**config.mk**
```make
export PLATFORM = sky130hd
export DESIGN_NAME = wildcard_byte_pattern_search
export DESIGN_NICKNAME = d
export VERILOG_FILES = /design/src/hdl/wbps_pkg.sv /design/src/hdl/wbps_cell.sv /design/src/hdl/wbps_result.sv /design/src/hdl/wildcard_byte_pattern_search.sv
export VERILOG_INCLUDE_DIRS = /design/src /design/src/hdl
export SDC_FILE = /design/constraint.sdc
export NUM_CORES = 1
export LEC_CHECK = 0
export BUFFER_PORTS_ARGS = -buffer_cell sky130_fd_sc_hd__buf_4
export CAP_MARGIN = 10
export CORE_MARGIN = 3
export CORE_UTILIZATION = 35
export DETAILED_ROUTE_END_ITERATION = 12
export SYNTH_ARGS = -nofsm -noshare
export SYNTH_HDL_FRONTEND = slang
export SYNTH_SLANG_ARGS = --single-unit
```
**constraint.sdc**
```tcl
create_clock -name clk_i -period 14.9 [get_ports clk_i]
set_input_delay 0.745 -clock clk_i [delete_from_list [all_inputs] [get_ports clk_i]]
set_output_delay 0.745 -clock clk_i [all_outputs]
set_load 0.05 [all_outputs]
```
**src/hdl/assert_macros.svh**
```systemverilog
// Assertion macros used by the top level RTL file of the pattern search.
`ifndef ASSERT_MACROS_SVH
`define ASSERT_MACROS_SVH

// Checks a property on every rising clock edge outside reset.
`define ASSERT_CLK(label, prop, msg) \
  label: assert property (@(posedge clk_i) disable iff (!rst_ni) (prop)) else $error(msg);

// Checks that a condition never holds outside reset.
`define ASSERT_NEVER(label, cond, msg) \
  `ASSERT_CLK(label, !(cond), msg)

`endif

```
**src/hdl/wbps_pkg.sv**
```systemverilog
// Types and constants of the wildcard byte pattern search.
`timescale 1ns / 1ps
`default_nettype none
package wbps_pkg;

  localparam int BYTE_W    = 8;
  localparam int REG_W     = 64;
  localparam int MASK_W    = 16;
  localparam int LEN_W     = 5;
  localparam int OFFSET_W  = 32;
  localparam int CFG_IDX_W = 2;
  localparam logic [MASK_W-1:0] ANY_POS_MASK = 16'hffff;

  typedef enum logic [CFG_IDX_W-1:0] {
    CFG_PAT_LOW  = 2'd0,
    CFG_PAT_HIGH = 2'd1,
    CFG_WILDCARD = 2'd2,
    CFG_LENGTH   = 2'd3
  } cfg_idx_e;

  typedef enum logic [1:0] {
    STATUS_NONE = 2'd0,
    STATUS_ONE  = 2'd1,
    STATUS_MANY = 2'd2
  } status_e;

  typedef struct packed {
    logic             accept;
    logic             last;
    logic             hit;
    logic [LEN_W-1:0] len;
  } scan_ctl_t;

endpackage
`default_nettype wire

```
**src/hdl/wbps_cell.sv**
```systemverilog
// One window cell: holds a byte, passes it on and compares the incoming byte.
`timescale 1ns / 1ps
`default_nettype none
module wbps_cell (
  input  wire logic                      clk_i,
  input  wire logic                      rst_ni,
  input  wire logic                      shift_i,
  input  wire logic                      clear_i,
  input  wire logic [wbps_pkg::BYTE_W-1:0] byte_i,
  input  wire logic [wbps_pkg::BYTE_W-1:0] pat_i,
  input  wire logic                      care_i,
  output logic      [wbps_pkg::BYTE_W-1:0] byte_o,
  output logic                           hit_o
);
  import wbps_pkg::*;

  logic [BYTE_W-1:0] byte_q, byte_d;

  always_comb begin
    byte_d = byte_q;
    if (clear_i) begin
      byte_d = '0;
    end else if (shift_i) begin
      byte_d = byte_i;
    end
  end

  always_ff @(posedge clk_i or negedge rst_ni) begin
    if (!rst_ni) begin
      byte_q <= '0;
    end else begin
      byte_q <= byte_d;
    end
  end

  assign byte_o = byte_q;
  assign hit_o  = !care_i || (byte_i == pat_i);

endmodule
`default_nettype wire

```
**src/hdl/wbps_result.sv**
```systemverilog
// Offset counter, match tally and two-entry result buffer.
`timescale 1ns / 1ps
`default_nettype none
module wbps_result #(
  parameter int OFFSET_BITS = 32
) (
  input  wire logic                        clk_i,
  input  wire logic                        rst_ni,
  input  wire wbps_pkg::scan_ctl_t         ctl_i,
  input  wire logic                        out_ready_i,
  output logic                             out_valid_o,
  output wbps_pkg::status_e                status_o,
  output logic      [wbps_pkg::OFFSET_W-1:0] offset_o,
  output logic                             in_ready_o
);
  import wbps_pkg::*;

  localparam int ExtW = (OFFSET_BITS > OFFSET_W) ? OFFSET_BITS : OFFSET_W;

  logic [OFFSET_BITS-1:0] seen_q, seen_d, seen_inc;
  logic [OFFSET_BITS-1:0] first_q, first_d;
  status_e                tally_q, tally_d;
  logic                   hit_now;
  logic [ExtW-1:0]        first_ext;
  logic [OFFSET_W-1:0]    res_offset;

  logic                   out_v_q, skid_v_q;
  status_e                out_st_q, skid_st_q;
  logic [OFFSET_W-1:0]    out_off_q, skid_off_q;
  logic                   push, pop;

  assign seen_inc = (seen_q == '1) ? seen_q : seen_q + 1'b1;
  assign hit_now  = ctl_i.hit && (seen_inc >= OFFSET_BITS'(ctl_i.len));

  always_comb begin
    seen_d  = seen_q;
    first_d = first_q;
    tally_d = tally_q;
    if (ctl_i.accept) begin
      seen_d = seen_inc;
      if (hit_now) begin
        case (tally_q)
          STATUS_NONE: begin
            first_d = seen_inc - OFFSET_BITS'(ctl_i.len);
            tally_d = STATUS_ONE;
          end
          STATUS_ONE:  tally_d = STATUS_MANY;
          STATUS_MANY: tally_d = STATUS_MANY;
          default:     tally_d = STATUS_MANY;
        endcase
      end
    end
  end

  assign first_ext  = ExtW'(first_d);
  always_comb begin
    if (tally_d == STATUS_NONE) begin
      res_offset = '0;
    end else if (first_ext > ExtW'({OFFSET_W{1'b1}})) begin
      res_offset = '1;
    end else begin
      res_offset = first_ext[OFFSET_W-1:0];
    end
  end

  assign push = ctl_i.accept && ctl_i.last;
  assign pop  = out_v_q && out_ready_i;

  always_ff @(posedge clk_i or negedge rst_ni) begin
    if (!rst_ni) begin
      seen_q  <= '0;
      first_q <= '0;
      tally_q <= STATUS_NONE;
    end else if (push) begin
      seen_q  <= '0;
      first_q <= '0;
      tally_q <= STATUS_NONE;
    end else begin
      seen_q  <= seen_d;
      first_q <= first_d;
      tally_q <= tally_d;
    end
  end

  always_ff @(posedge clk_i or negedge rst_ni) begin
    if (!rst_ni) begin
      out_v_q  <= 1'b0;
      skid_v_q <= 1'b0;
    end else if (!out_v_q || pop) begin
      if (skid_v_q) begin
        out_v_q  <= 1'b1;
        skid_v_q <= push;
      end else begin
        out_v_q  <= push;
        skid_v_q <= 1'b0;
      end
    end else if (push) begin
      skid_v_q <= 1'b1;
    end
  end

  always_ff @(posedge clk_i) begin
    if (!out_v_q || pop) begin
      if (skid_v_q) begin
        out_st_q   <= skid_st_q;
        out_off_q  <= skid_off_q;
        skid_st_q  <= tally_d;
        skid_off_q <= res_offset;
      end else begin
        out_st_q  <= tally_d;
        out_off_q <= res_offset;
      end
    end else if (push) begin
      skid_st_q  <= tally_d;
      skid_off_q <= res_offset;
    end
  end

  assign out_valid_o = out_v_q;
  assign status_o    = out_st_q;
  assign offset_o    = out_off_q;
  assign in_ready_o  = !skid_v_q;

endmodule
`default_nettype wire

```
**src/hdl/wildcard_byte_pattern_search.sv**
```systemverilog
// Top level of the wildcard byte pattern search.
`timescale 1ns / 1ps
`default_nettype none
`include "assert_macros.svh"
// The block takes one byte of the scanned region in every clock cycle while
// input ready is high and compares the pattern against the newest bytes in the
// same cycle, through a row of MAX_PATTERN cells that each hold one window byte
// and check the byte entering them against the pattern byte aligned to the current
// length. When the word flagged last is taken, its result (status and start
// offset of the first match) is registered into a two-entry result buffer, which
// lets bytes keep flowing while a result waits; input ready falls only when both
// entries are full. Configuration writes take effect on the next byte.
module wildcard_byte_pattern_search #(
  parameter int MAX_PATTERN = 16,
  parameter int OFFSET_BITS = 32
) (
  input  wire logic                           clk_i,
  input  wire logic                           rst_ni,
  input  wire logic                           s_axis_tvalid_i,
  output logic                                s_axis_tready_o,
  // data_byte in bits 7:0
  input  wire logic [7:0]                     s_axis_tdata_i,
  // last_byte
  input  wire logic                           s_axis_tlast_i,
  output logic                                m_axis_tvalid_o,
  input  wire logic                           m_axis_tready_i,
  // status in bits 1:0, first_offset in bits 33:2, zeros above
  output logic      [39:0]                    m_axis_tdata_o,
  input  wire logic                           cfg_we_i,
  input  wire logic [wbps_pkg::CFG_IDX_W-1:0] cfg_index_i,
  input  wire logic [wbps_pkg::REG_W-1:0]     cfg_wdata_i
);
  import wbps_pkg::*;

  logic [REG_W-1:0]  pat_low_q, pat_high_q;
  logic [MASK_W-1:0] wild_q;
  logic [LEN_W-1:0]  len_q;
  logic [LEN_W-1:0]  len_used;
  logic [2*REG_W/BYTE_W-1:0][BYTE_W-1:0] pat_all;

  logic [MAX_PATTERN-1:0][BYTE_W-1:0] cell_in, cell_out, cell_pat;
  logic [MAX_PATTERN-1:0]             cell_care, cell_hit;
  logic                               accept;
  scan_ctl_t                          ctl;
  status_e                            out_status;
  logic [OFFSET_W-1:0]                out_offset;

  always_ff @(posedge clk_i or negedge rst_ni) begin
    if (!rst_ni) begin
      pat_low_q  <= '0;
      pat_high_q <= '0;
      wild_q     <= '0;
      len_q      <= LEN_W'(1);
    end else if (cfg_we_i) begin
      case (cfg_idx_e'(cfg_index_i))
        CFG_PAT_LOW:  pat_low_q  <= cfg_wdata_i;
        CFG_PAT_HIGH: pat_high_q <= cfg_wdata_i;
        CFG_WILDCARD: wild_q     <= cfg_wdata_i[MASK_W-1:0] & ANY_POS_MASK;
        CFG_LENGTH:   len_q      <= cfg_wdata_i[LEN_W-1:0];
        default:      len_q      <= len_q;
      endcase
    end
  end

  assign pat_all = {pat_high_q, pat_low_q};

  always_comb begin
    if (len_q == '0) begin
      len_used = LEN_W'(1);
    end else if (len_q > LEN_W'(MAX_PATTERN)) begin
      len_used = LEN_W'(MAX_PATTERN);
    end else begin
      len_used = len_q;
    end
  end

  assign accept = s_axis_tvalid_i && s_axis_tready_o;

  for (genvar j = 0; j < MAX_PATTERN; j++) begin : g_cell
    logic [LEN_W-1:0] pos;
    assign pos = len_used - LEN_W'(j) - LEN_W'(1);
    assign cell_pat[j]  = pat_all[pos[3:0]];
    assign cell_care[j] = (LEN_W'(j) < len_used) && !wild_q[pos[3:0]];
    if (j == 0) begin : g_head
      assign cell_in[j] = s_axis_tdata_i;
    end else begin : g_body
      assign cell_in[j] = cell_out[j-1];
    end

    wbps_cell u_cell (
      .clk_i   (clk_i),
      .rst_ni  (rst_ni),
      .shift_i (accept),
      .clear_i (accept && s_axis_tlast_i),
      .byte_i  (cell_in[j]),
      .pat_i   (cell_pat[j]),
      .care_i  (cell_care[j]),
      .byte_o  (cell_out[j]),
      .hit_o   (cell_hit[j])
    );
  end

  assign ctl.accept = accept;
  assign ctl.last   = s_axis_tlast_i;
  assign ctl.hit    = &cell_hit;
  assign ctl.len    = len_used;

  wbps_result #(
    .OFFSET_BITS (OFFSET_BITS)
  ) u_result (
    .clk_i       (clk_i),
    .rst_ni      (rst_ni),
    .ctl_i       (ctl),
    .out_ready_i (m_axis_tready_i),
    .out_valid_o (m_axis_tvalid_o),
    .status_o    (out_status),
    .offset_o    (out_offset),
    .in_ready_o  (s_axis_tready_o)
  );

  assign m_axis_tdata_o = {6'b0, out_offset, out_status};

  `ASSERT_CLK(a_stall_needs_result, !s_axis_tready_o |-> m_axis_tvalid_o,
              "input stalled while no result is pending")
  `ASSERT_NEVER(a_status_code, m_axis_tvalid_o && (m_axis_tdata_o[1:0] == 2'd3),
                "invalid status code on output")
  `ASSERT_CLK(a_none_zero_offset,
              (m_axis_tvalid_o && (m_axis_tdata_o[1:0] == STATUS_NONE)) |->
              (m_axis_tdata_o[33:2] == '0),
              "nonzero offset reported without a match")
  `ASSERT_CLK(a_last_gives_result,
              (accept && s_axis_tlast_i) |=> m_axis_tvalid_o,
              "last word accepted but no result pending")

endmodule
`default_nettype wire
```
==> out/qor.txt <==
largest family of logic cells by synthesized area: multiplexers
sw frac: 0.418
Antenna Cells: 0
Internal: 2.89 mW
FF-to-FF Start: len_q[2]$_DFFE_PN0P_
Die Width: 287 um
Max VDD drop: 0.100 mV
clock root buffer master: clkbuf_16
fin area: 0.0311 sq mm
Overflow after GRT: 0
Layout Cells excl Fill: 3,764
Worst R2R End: u_result.offset_o[16]$_DFFE_PN_
post-synthesis simple-gate area fraction: 0.189
Initial DRC Count: 3,371
initial antenna violation count: 1
max-cap viol count: 0
Synth Flop Type: dfrtp_1
drt first pass iters: 6
chip height: 287 um
DRC errors left: 0
share of post-route cells with drive strength above 1: 0.234
Routed Antenna Nets: 0
Post-synth EDFFs: 68
Psw: 2.07 mW
setup bufs post-CTS: 0
leakage: 12.5 nW
area share of the largest cell type after synthesis: 0.304
Slew HR: 0.0707
Area growth, synth to finish: 12.4%
synthesized flop and latch total: 405
XOR/XNOR Fraction of Synth Area: 0.0523
cts repair resizes: 0
Mapped Cells: 2,676
Final Hold Fails: 0
gpl congestion: 1.05
Global Route Usage Sum: 0.231
fraction of registers with async set/reset: 0.832
count of cell types in the netlist: 83
combinational power share: 0.468
Area contributors post-synth: dfrtp_1 30%, mux4_2 11%, mux2_2 8.6%
CTS tree: yes
clk_skew: 33.4 ps
unrepaired setup endpoints after global routing: false
DR vias: 23,440
starting density of the core: 0.355
CTS sink count: 405
fmax: 137 MHz
Placement Setup Slack: 7720 ps
Hold WS: 202 ps
setup ws final: 7620 ps
status: finished, final reports clean
total negative slack: 0 ps
final setup fails: 0
CTS Buf Count: 45
row cnt: 102
largest net degree at the start of global routing: 157
first-pass GRT wire length: 146 mm
CP required: 15,240 ps
period utilisation layout: 0.489
crit path time final: 7280 ps
mux cell area share after synthesis: 0.231
register area share after synthesis: 0.379
syn_area_per_cell: 10.3 sq um
CORE AREA: 0.0778 sq mm
clk_lat worst skew: 610 ps
DR vias/cell: 6.23
Final Util: 0.399
nature of the critical path startpoint: flip-flop
HP Class: in -> async
synth warn: 0
critical path type: reg -> reg
Critical Path AT: 7620 ps
vias in the first global route: 22,224
Synth Area in Compound Gates: 0.102
Worst Tran Pin Value: 1380 ps
r2r worst-path depth: 15
clock share of power: 0.246
Final Routed Wirelength: 97.3 mm
Die Area: 0.0824 sq mm
reg-to-reg slack, setup: 7620 ps
number of instances in the placed design: 3,680
hpwl dp: 70.0 mm
total power: 4.96 mW
post-place instance area: 0.0294 sq mm
cell area after synthesis: 0.0276 sq mm
CP endpoint kind: flip-flop
Layout Nets: 2,780
Pins Over Slew Limit: 0
num ports: 122
clk buf depth: 3
adder-cell share of the synthesized area: 0.00643
power share of the sequential group: 0.287
fill count: 7,691
Routed wire per std cell: 25.8 um
area leader, netlist: dfrtp_1
Port-buffer cells: 115
H-tree level count: 2
PwrDens: 160 mW/mm^2
Post-CTS Hold Fix Bufs: 0
clock slew at reported path FFs: 60 ps
crit-path max FO: 60
## layout make-up
cell class | instances | area (sq um) | area share
multi-input combinational | 2017 | 16200 | 0.521
clock buffer | 66 | 1330 | 0.0427
clock inverter | 17 | 287 | 0.00923
inverter | 46 | 174 | 0.00560
timing repair buffer | 173 | 1320 | 0.0424
tap | 1040 | 1300 | 0.0419
sequential | 405 | 10500 | 0.337
## registers in the layout, indices dropped and copies added, names as in the netlist, 16 cells and up
signal                count
pat_high_q               64
g_cell.u_cell.byte_o    120
pat_low_q                64
wild_q                   16
u_result.seen_q          32
u_result.first_q         32
u_result.skid_off_q      32
u_result.offset_o        32
## kinds of logic after synthesis
family	count (synthesis)
compound gates	394
other cells	1
simple gates	991
buf+inv	259
fa+ha+maj	14
mux	447
xor+xnor	165
flops	405
## cell usage after synthesis (all sizes together) (74+ instances only)
cell	instances
a22oi	74
nor3	90
xnor2	93
nand2	362
mux2i	82
clkbuf	149
mux4	130
nand3b	124
nor4	193
dfrtp	336
nor2	81
mux2	235
## metal layers
metal,part of all wire,vias to the layer above,wire [um],global-route usage
met2,0.42,1330,40700,0.331
met5,0.00011,-,11,0
met3,0.11,203,10700,0.0595
met1,0.43,11657,41600,0.333
met4,0.044,2,4290,0.0902
li1,-,10248,-,-
## layout by cell type (no fill, tap or decap), types with 27 or more instances in the layout
| master | instances |
|---|---|
| a211oi_1 | 65 |
| mux2i_1 | 82 |
| o21ai_0 | 54 |
| nor2_1 | 79 |
| mux4_2 | 130 |
| nand3b_1 | 124 |
| nand2_1 | 361 |
| mux2_2 | 211 |
| nor3_1 | 89 |
| and3_1 | 27 |
| a21oi_1 | 42 |
| xnor2_1 | 90 |
| xor2_1 | 72 |
| dfrtp_1 | 334 |
| buf_4 | 170 |
| clkbuf_16 | 45 |
| nor4_1 | 190 |
| edfxtp_1 | 68 |
| a22oi_1 | 74 |
| o32ai_1 | 64 |
| o22ai_1 | 27 |
| inv_1 | 40 |
| nand4_1 | 34 |
## power groups by stage
stage	registers, mW	clock network, mW	logic, mW
after global routing	1.43	1.29	2.43
after detailed placement	1.43	0	2.24
after global placement	1.43	0	2.23
final	1.42	1.22	2.32
after floorplan	1.36	0	1.56
after CTS	1.41	1.24	2.25
## worst max-delay path by stage
stage	from	end	slack [ps]
3_5_place_dp	len_q[2]$_DFFE_PN0P_	u_result.offset_o[25]$_DFFE_PN_	7720
3_3_place_gp	len_q[2]$_DFFE_PN0P_	u_result.offset_o[25]$_DFFE_PN_	7750
4_1_cts	len_q[2]$_DFFE_PN0P_	u_result.offset_o[16]$_DFFE_PN_	7760
5_1_grt	len_q[2]$_DFFE_PN0P_	u_result.offset_o[16]$_DFFE_PN_	7120
6_report	len_q[2]$_DFFE_PN0P_	u_result.offset_o[16]$_DFFE_PN_	7620
2_1_floorplan	len_q[2]$_DFFE_PN0P_	u_result.offset_o[25]$_DFFE_PN_	9590
## worst max-delay path: stages, from the launching register on
cell and delay [ps]:
dfrtp_1 810, nand2b_1 450, inv_2 310, ha_1 520
inv_1 260, xnor2_1 200, nor2_1 900, a22oi_1 250
and3_1 260, nor4_1 350, and4_1 330, o21ai_0 130
nor4_2 610, nand4_4 940, mux2i_1 580, o21ai_1 90
(Power assumes the default switching activity.)
